$ cat src/hw/rtl/trapezoid_speed_profile_core_defines.svh
// ----------------------------------------------------------------------------
// Trapezoid speed profile: assertion macros
// Shared check macros; define ASSERT_OFF to compile them out.
// ----------------------------------------------------------------------------
`ifndef TRAPEZOID_SPEED_PROFILE_CORE_DEFINES_SVH
`define TRAPEZOID_SPEED_PROFILE_CORE_DEFINES_SVH
`ifndef ASSERT_OFF
// check sampled on the rising edge, switched off while reset is high
`define TSP_ASSERT(lbl, clk, rst, prop, msg) \
   lbl: assert property (@(posedge clk) disable iff (rst) prop) else $error(msg);
// check sampled on the rising edge at all times
`define TSP_ASSERT_ALWAYS(lbl, clk, prop, msg) \
   lbl: assert property (@(posedge clk) prop) else $error(msg);
`else
`define TSP_ASSERT(lbl, clk, rst, prop, msg)
`define TSP_ASSERT_ALWAYS(lbl, clk, prop, msg)
`endif
`endif

$ cat src/hw/rtl/tsp_pkg.sv
// ----------------------------------------------------------------------------
// Trapezoid speed profile: package
// Widths, register indexes and the stage payload types.
// ----------------------------------------------------------------------------
package tsp_pkg;

   localparam int FRACTION_BITS_DEF = 8;
   localparam int RATE_FRAC         = 16;
   localparam int SPEED_W           = 18;
   localparam int RATE_W            = 24;
   localparam int DIST_W            = 24;
   localparam int MARGIN_W          = 23;
   localparam int TIME_W            = 20;
   localparam int OUT_W             = 19;
   localparam int CSR_IDX_W         = 3;
   localparam int CSR_DATA_W        = 24;
   localparam int AOP_W             = DIST_W + 1;
   localparam int DOP_W             = DIST_W + 2;
   localparam int APROD_W           = RATE_W + AOP_W;
   localparam int DPROD_W           = RATE_W + DOP_W;
   localparam int RAMP_W            = SPEED_W + 1;

   localparam logic [SPEED_W-1:0] MAX_SPEED_RST = SPEED_W'(153600);

   typedef enum logic [CSR_IDX_W-1:0] {
      REG_MIN_SPEED        = 3'd0,
      REG_MAX_SPEED        = 3'd1,
      REG_ACC_RATE         = 3'd2,
      REG_DEC_RATE         = 3'd3,
      REG_TARGET_DISTANCE  = 3'd4,
      REG_MARGIN           = 3'd5,
      REG_TIME_BASED_ACCEL = 3'd6,
      REG_STOP_AT_END      = 3'd7
   } csr_index_type;

   typedef struct packed {
      logic [SPEED_W-1:0]       min_speed;
      logic [SPEED_W-1:0]       max_speed;
      logic [RATE_W-1:0]        acc_rate;
      logic [RATE_W-1:0]        dec_rate;
      logic signed [DIST_W-1:0] target_distance;
      logic [MARGIN_W-1:0]      margin;
      logic                     time_based_accel;
      logic                     stop_at_end;
   } cfg_type;

   // end-of-move decisions, worked out in the first stage and carried along
   typedef struct packed {
      logic backwards;
      logic force_lo;
      logic overshoot;
      logic rem_neg;
      logic rem_zero;
      logic in_margin;
   } flags_type;

   typedef struct packed {
      flags_type        flags;
      logic             a_time;
      logic             a_pos;
      logic [AOP_W-1:0] a_op;
      logic             d_pos;
      logic [DOP_W-1:0] d_op;
   } s1_type;

   typedef struct packed {
      flags_type          flags;
      logic               a_time;
      logic               a_pos;
      logic [APROD_W-1:0] a_prod;
      logic               d_pos;
      logic [DPROD_W-1:0] d_prod;
   } s2_type;

   typedef struct packed {
      flags_type          flags;
      logic [SPEED_W-1:0] v;
   } s3_type;

endpackage

$ cat src/hw/rtl/trapezoid_speed_profile_core.sv
// Trapezoid speed profile core. Each req beat (distance, elapsed time) gives
// one rsp beat with the commanded signed speed, through four register stages
// (operands, multiply, ramp and minimum, end-of-move and sign); one beat is
// taken every cycle while the output is not held. A held rsp beat holds the
// whole pipeline, so req_stall follows rsp_stall while a result is waiting.
// The user writes the registers through the csr port only while no beat is
// in flight; the block itself does not enforce it.
`include "trapezoid_speed_profile_core_defines.svh"
// ----------------------------------------------------------------------------
// Trapezoid speed profile: top level
// Configuration registers, pipeline control and the output stage.
// ----------------------------------------------------------------------------
module trapezoid_speed_profile_core #(
   parameter int FRACTION_BITS = tsp_pkg::FRACTION_BITS_DEF
) (
   input  logic                                clock,
   input  logic                                reset,
   input  logic                                req_valid,
   output logic                                req_stall,
   input  logic signed [tsp_pkg::DIST_W-1:0]   req_current_distance,
   input  logic [tsp_pkg::TIME_W-1:0]          req_elapsed_time,
   output logic                                rsp_valid,
   input  logic                                rsp_stall,
   output logic signed [tsp_pkg::OUT_W-1:0]    rsp_speed,
   input  logic                                csr_write,
   input  logic [tsp_pkg::CSR_IDX_W-1:0]       csr_index,
   input  logic [tsp_pkg::CSR_DATA_W-1:0]      csr_wdata
);

   localparam int OW = tsp_pkg::OUT_W;

   tsp_pkg::cfg_type          cfg_ff;
   logic                      pipe_en;
   logic                      s1_valid;
   logic                      s2_valid;
   logic                      s3_valid;
   tsp_pkg::s1_type           s1_data;
   tsp_pkg::s2_type           s2_data;
   tsp_pkg::s3_type           s3_data;
   logic                      rsp_valid_ff;
   logic signed [OW-1:0]      rsp_speed_ff;
   logic signed [OW-1:0]      rsp_speed_in;
   logic signed [OW-1:0]      mag;
   logic signed [OW-1:0]      lo;

   // configuration registers
   always_ff @(posedge clock) begin
      if (reset) begin
         cfg_ff.min_speed        <= '0;
         cfg_ff.max_speed        <= tsp_pkg::MAX_SPEED_RST;
         cfg_ff.acc_rate         <= '0;
         cfg_ff.dec_rate         <= '0;
         cfg_ff.target_distance  <= '0;
         cfg_ff.margin           <= '0;
         cfg_ff.time_based_accel <= 1'b1;
         cfg_ff.stop_at_end      <= 1'b1;
      end else if (csr_write) begin
         unique case (tsp_pkg::csr_index_type'(csr_index))
            tsp_pkg::REG_MIN_SPEED: begin
               cfg_ff.min_speed <= csr_wdata[tsp_pkg::SPEED_W-1:0];
            end
            tsp_pkg::REG_MAX_SPEED: begin
               cfg_ff.max_speed <= csr_wdata[tsp_pkg::SPEED_W-1:0];
            end
            tsp_pkg::REG_ACC_RATE: begin
               cfg_ff.acc_rate <= csr_wdata[tsp_pkg::RATE_W-1:0];
            end
            tsp_pkg::REG_DEC_RATE: begin
               cfg_ff.dec_rate <= csr_wdata[tsp_pkg::RATE_W-1:0];
            end
            tsp_pkg::REG_TARGET_DISTANCE: begin
               cfg_ff.target_distance <= signed'(csr_wdata[tsp_pkg::DIST_W-1:0]);
            end
            tsp_pkg::REG_MARGIN: begin
               cfg_ff.margin <= csr_wdata[tsp_pkg::MARGIN_W-1:0];
            end
            tsp_pkg::REG_TIME_BASED_ACCEL: begin
               cfg_ff.time_based_accel <= csr_wdata[0];
            end
            tsp_pkg::REG_STOP_AT_END: begin
               cfg_ff.stop_at_end <= csr_wdata[0];
            end
            default: begin
            end
         endcase
      end
   end

   // the pipeline moves unless a finished beat is held at the output
   assign pipe_en   = !(rsp_valid_ff && rsp_stall);
   assign req_stall = !pipe_en;

   tsp_prep u_prep (
      .clock       (clock),
      .reset       (reset),
      .en          (pipe_en),
      .cfg         (cfg_ff),
      .in_valid    (req_valid),
      .in_distance (req_current_distance),
      .in_time     (req_elapsed_time),
      .out_valid   (s1_valid),
      .out_data    (s1_data)
   );

   tsp_mul u_mul (
      .clock     (clock),
      .reset     (reset),
      .en        (pipe_en),
      .acc_rate  (cfg_ff.acc_rate),
      .dec_rate  (cfg_ff.dec_rate),
      .in_valid  (s1_valid),
      .in_data   (s1_data),
      .out_valid (s2_valid),
      .out_data  (s2_data)
   );

   tsp_ramp #(
      .FRACTION_BITS (FRACTION_BITS)
   ) u_ramp (
      .clock     (clock),
      .reset     (reset),
      .en        (pipe_en),
      .cfg       (cfg_ff),
      .in_valid  (s2_valid),
      .in_data   (s2_data),
      .out_valid (s3_valid),
      .out_data  (s3_data)
   );

   // end of move, margin window and direction; magnitudes stay below 2^18,
   // so the signed result always fits without clipping
   always_comb begin
      lo  = OW'(signed'({1'b0, cfg_ff.min_speed}));
      mag = OW'(signed'({1'b0, s3_data.v}));
      if (s3_data.flags.overshoot) begin
         if (!cfg_ff.stop_at_end) begin
            mag = lo;
         end else if (s3_data.flags.rem_zero) begin
            mag = '0;
         end else if (s3_data.flags.rem_neg) begin
            mag = -lo;
         end else begin
            mag = lo;
         end
      end
      if (cfg_ff.stop_at_end && s3_data.flags.in_margin) begin
         mag = '0;
      end
      rsp_speed_in = s3_data.flags.backwards ? -mag : mag;
   end

   always_ff @(posedge clock) begin
      if (reset) begin
         rsp_valid_ff <= 1'b0;
      end else if (pipe_en) begin
         rsp_valid_ff <= s3_valid;
      end
   end

   always_ff @(posedge clock) begin
      if (pipe_en) begin
         rsp_speed_ff <= rsp_speed_in;
      end
   end

   assign rsp_valid = rsp_valid_ff;
   assign rsp_speed = rsp_speed_ff;

   // checks
   `TSP_ASSERT(a_stage_advance, clock, reset, (s3_valid && pipe_en) |=> rsp_valid, "beat lost in the last stage")
   `TSP_ASSERT(a_fwd_no_stop_sign, clock, reset, (rsp_valid && !cfg_ff.stop_at_end && !cfg_ff.target_distance[tsp_pkg::DIST_W-1]) |-> !rsp_speed[OW-1], "negative speed on a forward move")
   `TSP_ASSERT(a_held_pipe, clock, reset, (rsp_valid && rsp_stall) |=> ($stable(s3_valid) && $stable(s1_valid)), "pipeline moved while the output was held")
   `TSP_ASSERT_ALWAYS(a_stall_cause, clock, req_stall |-> rsp_stall, "input stalled with no output back-pressure")

endmodule

$ cat src/hw/rtl/tsp_prep.sv
// ----------------------------------------------------------------------------
// Trapezoid speed profile: operand stage
// Mirrors the distance, forms the ramp operands and the end-of-move flags.
// ----------------------------------------------------------------------------
module tsp_prep (
   input  logic                              clock,
   input  logic                              reset,
   input  logic                              en,
   input  tsp_pkg::cfg_type                  cfg,
   input  logic                              in_valid,
   input  logic signed [tsp_pkg::DIST_W-1:0] in_distance,
   input  logic [tsp_pkg::TIME_W-1:0]        in_time,
   output logic                              out_valid,
   output tsp_pkg::s1_type                   out_data
);

   localparam int W = tsp_pkg::DIST_W + 3;

   logic                 valid_ff;
   tsp_pkg::s1_type      data_ff;
   tsp_pkg::s1_type      data_in;
   logic                 backwards;
   logic signed [W-1:0]  mdist;
   logic signed [W-1:0]  tgt;
   logic signed [W-1:0]  endv;
   logic signed [W-1:0]  xd;
   logic signed [W-1:0]  rem;
   logic signed [W-1:0]  rem_abs;
   logic                 d_pos;

   // mirror onto magnitudes for a negative goal
   always_comb begin
      backwards = cfg.target_distance[tsp_pkg::DIST_W-1];
      mdist     = backwards ? -W'(in_distance) : W'(in_distance);
      tgt       = backwards ? -W'(cfg.target_distance) : W'(cfg.target_distance);
      endv      = tgt - W'(signed'({1'b0, cfg.margin}));
      xd        = endv - mdist;
      rem       = tgt - mdist;
      rem_abs   = rem[W-1] ? -rem : rem;
      d_pos     = mdist > W'(0);

      data_in.flags.backwards = backwards;
      data_in.flags.force_lo  = !cfg.time_based_accel && !d_pos;
      data_in.flags.overshoot = mdist >= endv;
      data_in.flags.rem_neg   = rem[W-1];
      data_in.flags.rem_zero  = rem == W'(0);
      data_in.flags.in_margin = rem_abs < W'(signed'({1'b0, cfg.margin}));
      data_in.a_time          = cfg.time_based_accel;
      if (cfg.time_based_accel) begin
         data_in.a_pos = in_time != '0;
         data_in.a_op  = tsp_pkg::AOP_W'(in_time);
      end else begin
         data_in.a_pos = d_pos;
         data_in.a_op  = mdist[tsp_pkg::AOP_W-1:0];
      end
      data_in.d_pos = xd > W'(0);
      data_in.d_op  = xd[tsp_pkg::DOP_W-1:0];
   end

   always_ff @(posedge clock) begin
      if (reset) begin
         valid_ff <= 1'b0;
      end else if (en) begin
         valid_ff <= in_valid;
      end
   end

   always_ff @(posedge clock) begin
      if (en) begin
         data_ff <= data_in;
      end
   end

   assign out_valid = valid_ff;
   assign out_data  = data_ff;

endmodule

$ cat src/hw/rtl/tsp_mul.sv
// ----------------------------------------------------------------------------
// Trapezoid speed profile: multiply stage
// Rate times operand for the ramp-up and ramp-down terms.
// ----------------------------------------------------------------------------
module tsp_mul (
   input  logic                           clock,
   input  logic                           reset,
   input  logic                           en,
   input  logic [tsp_pkg::RATE_W-1:0]     acc_rate,
   input  logic [tsp_pkg::RATE_W-1:0]     dec_rate,
   input  logic                           in_valid,
   input  tsp_pkg::s1_type                in_data,
   output logic                           out_valid,
   output tsp_pkg::s2_type                out_data
);

   logic            valid_ff;
   tsp_pkg::s2_type data_ff;
   tsp_pkg::s2_type data_in;

   always_comb begin
      data_in.flags  = in_data.flags;
      data_in.a_time = in_data.a_time;
      data_in.a_pos  = in_data.a_pos;
      data_in.d_pos  = in_data.d_pos;
      data_in.a_prod = tsp_pkg::APROD_W'(acc_rate) * tsp_pkg::APROD_W'(in_data.a_op);
      data_in.d_prod = tsp_pkg::DPROD_W'(dec_rate) * tsp_pkg::DPROD_W'(in_data.d_op);
   end

   always_ff @(posedge clock) begin
      if (reset) begin
         valid_ff <= 1'b0;
      end else if (en) begin
         valid_ff <= in_valid;
      end
   end

   always_ff @(posedge clock) begin
      if (en) begin
         data_ff <= data_in;
      end
   end

   assign out_valid = valid_ff;
   assign out_data  = data_ff;

endmodule

$ cat src/hw/rtl/tsp_ramp.sv
// ----------------------------------------------------------------------------
// Trapezoid speed profile: ramp stage
// Scales the products, adds the start speed and takes the least of the terms.
// ----------------------------------------------------------------------------
module tsp_ramp #(
   parameter int FRACTION_BITS = tsp_pkg::FRACTION_BITS_DEF
) (
   input  logic                           clock,
   input  logic                           reset,
   input  logic                           en,
   input  tsp_pkg::cfg_type               cfg,
   input  logic                           in_valid,
   input  tsp_pkg::s2_type                in_data,
   output logic                           out_valid,
   output tsp_pkg::s3_type                out_data
);

   localparam int TIME_SHIFT = tsp_pkg::RATE_FRAC - FRACTION_BITS;
   localparam int RW         = tsp_pkg::RAMP_W;
   localparam int SW         = tsp_pkg::SPEED_W;
   localparam logic [RW-1:0] RAMP_TOP = RW'(1) << SW;

   logic                            valid_ff;
   tsp_pkg::s3_type                 data_ff;
   tsp_pkg::s3_type                 data_in;
   logic [tsp_pkg::APROD_W-1:0]     a_scaled;
   logic [tsp_pkg::DPROD_W-1:0]     d_scaled;
   logic [RW-1:0]                   ra;
   logic [RW-1:0]                   rd;
   logic [RW:0]                     up;
   logic [RW:0]                     down;
   logic [RW:0]                     best;

   // ramp terms clip at 2^18, above any cruise speed; a zero rate is immediate
   always_comb begin
      a_scaled = in_data.a_time ? (in_data.a_prod >> TIME_SHIFT)
                                : (in_data.a_prod >> tsp_pkg::RATE_FRAC);
      d_scaled = in_data.d_prod >> tsp_pkg::RATE_FRAC;

      if (!in_data.a_pos) begin
         ra = '0;
      end else if (cfg.acc_rate == '0 || a_scaled >= tsp_pkg::APROD_W'(RAMP_TOP)) begin
         ra = RAMP_TOP;
      end else begin
         ra = a_scaled[RW-1:0];
      end

      if (!in_data.d_pos) begin
         rd = '0;
      end else if (cfg.dec_rate == '0 || d_scaled >= tsp_pkg::DPROD_W'(RAMP_TOP)) begin
         rd = RAMP_TOP;
      end else begin
         rd = d_scaled[RW-1:0];
      end

      up   = (RW+1)'(cfg.min_speed) + (RW+1)'(ra);
      down = (RW+1)'(cfg.min_speed) + (RW+1)'(rd);
      best = (RW+1)'(cfg.max_speed);
      if (up < best) begin
         best = up;
      end
      if (down < best) begin
         best = down;
      end

      data_in.flags = in_data.flags;
      data_in.v     = in_data.flags.force_lo ? cfg.min_speed : best[SW-1:0];
   end

   always_ff @(posedge clock) begin
      if (reset) begin
         valid_ff <= 1'b0;
      end else if (en) begin
         valid_ff <= in_valid;
      end
   end

   always_ff @(posedge clock) begin
      if (en) begin
         data_ff <= data_in;
      end
   end

   assign out_valid = valid_ff;
   assign out_data  = data_ff;

endmodule

$ cat config.mk
export PLATFORM = sky130hd
export DESIGN_NAME = trapezoid_speed_profile_core
export DESIGN_NICKNAME = d
export VERILOG_FILES = /design/src/hw/rtl/tsp_pkg.sv /design/src/hw/rtl/trapezoid_speed_profile_core.sv /design/src/hw/rtl/tsp_prep.sv /design/src/hw/rtl/tsp_mul.sv /design/src/hw/rtl/tsp_ramp.sv
export VERILOG_INCLUDE_DIRS = /design/src /design/src/hw/rtl
export SDC_FILE = /design/constraint.sdc
export NUM_CORES = 2
export LEC_CHECK = 0
export BUFFER_PORTS_ARGS = -buffer_cell sky130_fd_sc_hd__buf_2
export CORE_MARGIN = 3
export CORE_UTILIZATION = 48
export CTS_CLUSTER_DIAMETER = 50
export DETAILED_ROUTE_END_ITERATION = 10
export HOLD_SLACK_MARGIN = 0.06
export PLACE_DENSITY = 0.66
export SLEW_MARGIN = 20
export SYNTH_ARGS = -nofsm -noshare
export SYNTH_HDL_FRONTEND = slang
export SYNTH_SLANG_ARGS = --single-unit
$ cat constraint.sdc
create_clock -name clock -period 6.84 [get_ports clock]
set_input_delay 0.342 -clock clock [delete_from_list [all_inputs] [get_ports clock]]
set_output_delay 0.342 -clock clock [all_outputs]
set_load 0.02 [all_outputs]
==> out/qor.yml <==
run_status:
  status: "complete, but fails checks"
  violations: "negative setup slack"
logic_synthesis:
  synth_area_per_cell_sq_um: 8.85
  ys.warnings.count: 0
  syn_area_sq_mm: 0.0593
  synth_seq_cells: 323
  synth_top_area_frac: 0.349
  ys_seq_area_frac: 0.141
  yosysUniqueCellTypes: 92
  postSynthCellCount: 6695
  synthTopCellsByArea: "fa_1 35%, ha_1 11%, edfxtp_1 9.4%"
  synth_enable_flop_cells: 186
  postSynth.asyncResetShare: 0
  synth-main-ff-cell: "edfxtp_1"
  synth_top_cell_by_area: "fa_1"
sta:
  setup_viol: 40
  skew_ns: 0.0539
  slew_viol_final: 0
  post-route-period-util: 1.08
  worst_slack_ns: -0.521
  hold_violations: 0
  fin_crit_ns: 7.36
  worst_slew_margin_rel: 0.219
  max_freq_ghz: 0.136
  tightest_slew_ns: 1.17
  rsz0062_at_grt: "true"
  fin_setup_tns_ns: -12.89
hold_path:
  min_from: "csr_wdata[19]"
  hold_depth: 3
  worstHoldEndpoint: "cfg_ff[44]"
  hold_path_class: "primary input to register"
floorplanning:
  die_h_um: 357
  initial_core_util: 0.485
  fp-row-count: 128
  coreArea_sq_mm: 0.122
  die_w_um: 357
  dieArea_sq_mm: 0.128
  pin_count: 97
worst_setup_path:
  r2r_start: "u_prep.out_data[38]"
  end_kind: "register"
  critPathMostFrequentCell: "fa_1"
  worstPathRequired_ns: 7.21
  reg2reg_to: "u_mul.out_data[99]"
  crit_fanout: 6
  worstRegToRegCells: 26
  cp-start-kind: "register"
  worstSetupPathType: "register to register"
  cp.arrival_ns: 7.74
  cpMaxStageDelayCell: "edfxtp_1"
  rrSetupSlack_ns: -0.52
  critPathMaxStageDelay_ns: 0.57
pwr:
  p_leak_nw: 33.5
  power.density_mw_per_mm2: 164
  ir_drop_mv: 0.218
final_layout:
  layout_common_cells: "1217 x nand2_1, 1100 x inv_1, 994 x fa_1"
  n_fill_cell: 10500
  final_common_cell: "nand2_1"
  syn_to_final_growth_pct: 20.9
  final_nets: 8946
  fin_cells: 8998
  drive_gt1_frac: 0.181
  design_area_sq_mm: 0.0717
route:
  drt_first_pass_iters: 6
  routedWlPerCell_um: 21.0
  vias: 49700
  met1_length_um: 77800
  drc_errors: 0
  wl_met2_um: 87500
  wl_um: 189000
  first_iter_violations: 4080
  wl_met3_um: 16100
  top_layer: "met5"
  vias_per_cell: 5.53
  ant_nets: 0
global_routing:
  grt_pass1_vias: 50900
  grt_max_degree: 153
  grt_use_total: 0.294
  antenna_found_initial: 8
  grt_overflow: 0
  grt_pass1_wl_um: 290000
job:
  drv_cap: 0
placed_design:
  portBuffers: 96
  dp_slack_ns: -1.06
  placed_cells: 8744
  dp_hpwl_um: 148000
  gp_congestion: 0.947
  dpl-instance-area_sq_mm: 0.0658
clock_tree:
  cts.clk_slew.worst_paths_ns: 0.06
  cts_buffer_depth: 3
  cts_buffers: 57
  clock-root-buffer: "clkbuf_16"
  htreeDepth: 2
  cts_tree: "yes"
  clk_latency_ns: 0.66
  cts.sinks: 323
==> through the flow <==
step                hold WS [ns]  utilization  power [W]
global route              0.0910        0.586     0.0124
CTS                       0.0653        0.572     0.0113
global placement           0.403        0.539    0.00776
finish                     0.105        0.586     0.0117
floorplan                  0.400            -    0.00557
detailed placement         0.405        0.539    0.00781
==> routing by layer <==
layer | track usage | vias to the layer above
li1 | - | 22300
met1 | 0.399 | 25000
met2 | 0.473 | 1977
met3 | 0.0506 | 436
met4 | 0.106 | 8
met5 | 0 | -
==> state kept, by name, summed over array words and instances (netlist names) <==
signal	cells
cfg_ff	133
u_mul.out_data	84
u_prep.out_data	60
u_ramp.out_data	23
rsp_speed	19
rsp_valid	1
u_mul.out_valid	1
u_prep.out_valid	1
u_ramp.out_valid	1
==> Yosys cell counts, types with 15 or more instances <==
cell type  count
and2_1       455
nor2_1       213
a21o_1        72
clkbuf_1     305
o21ai_0      114
nand3_1       54
mux2i_1       37
nor3b_1       15
o2bb2ai_1     15
nand2b_1      26
nor4_1        45
inv_1       1131
or3_1         21
a31oi_1       19
o21bai_1      15
dfxtp_1      137
xnor2_1      157
buf_1         16
xor2_1        88
o31ai_1       33
ha_1         518
nand4_1       32
nand2_1     1245
o21a_1        32
o211ai_1      23
a211oi_1      22
fa_1        1033
o41ai_1       16
edfxtp_1     186
nor3_1        70
and3_1        35
a21oi_1      298
nor2b_1       37
==> worst max-delay path by stage <==
stage	slack [ns]	end	start	cells past startpoint
floorplan	-0.03	u_ramp.out_data[2]	cfg_ff[87]	37
global placement	-0.90	u_ramp.out_data[17]	cfg_ff[91]	35
detailed placement	-1.06	u_ramp.out_data[17]	cfg_ff[91]	36
CTS	-0.40	u_ramp.out_data[1]	u_mul.out_data[97]	36
global route	-0.83	u_ramp.out_data[2]	cfg_ff[73]	37
finish	-0.52	u_mul.out_data[99]	u_prep.out_data[38]	26
==> critical path: cells and delay by family, from the launching register on <==
kind / cells / cell delay [ns]
fa+ha+maj: 8 / 3.76
compound gates: 9 / 1.86
buf+inv: 7 / 0.59
flops: 1 / 0.57
simple gates: 2 / 0.27
==> where the power goes <==
part	internal, W	switching [W]
combinational	0.00258	0.00338
sequential	0.00247	0.000263
clock	0.00188	0.00117
==> timing repair <==
item	4_1_cts	5_1_grt
cloned	9	10
gates resized for setup	273	304
pin swaps	135	182
endpoints found under the setup margin	64	66
hold buffers	13	0
setup buffers	70	48
endpoints found under the hold margin	16	0
==> cell type report <==
| cell class | count | area (sq um) | area share |
|---|---|---|---|
| diodes | 5 | 12.5 | 0.000175 |
| clock buffers | 64 | 1480 | 0.0207 |
| clock inverters | 44 | 569 | 0.00794 |
| inverters | 1134 | 4260 | 0.0594 |
| multi-input cells | 4916 | 47100 | 0.657 |
| flip-flops and latches | 323 | 8380 | 0.117 |
| well taps | 1625 | 2030 | 0.0284 |
| repair buffers | 887 | 7840 | 0.109 |
==> cell families (layout without fill, tap and decap cells) <==
group           Yosys count  in the layout  share of synthesized area
compound gates          772            772                     0.0838
xor+xnor                245            245                     0.0362
fa+ha+maj              1551           1551                      0.458
buf+inv                1459           2129                     0.0925
flops                   323            323                      0.141
mux                      42             42                    0.00720
other cells               2              9                   0.000127
simple gates           2301           2302                      0.181
(Power assumes the default switching activity.)
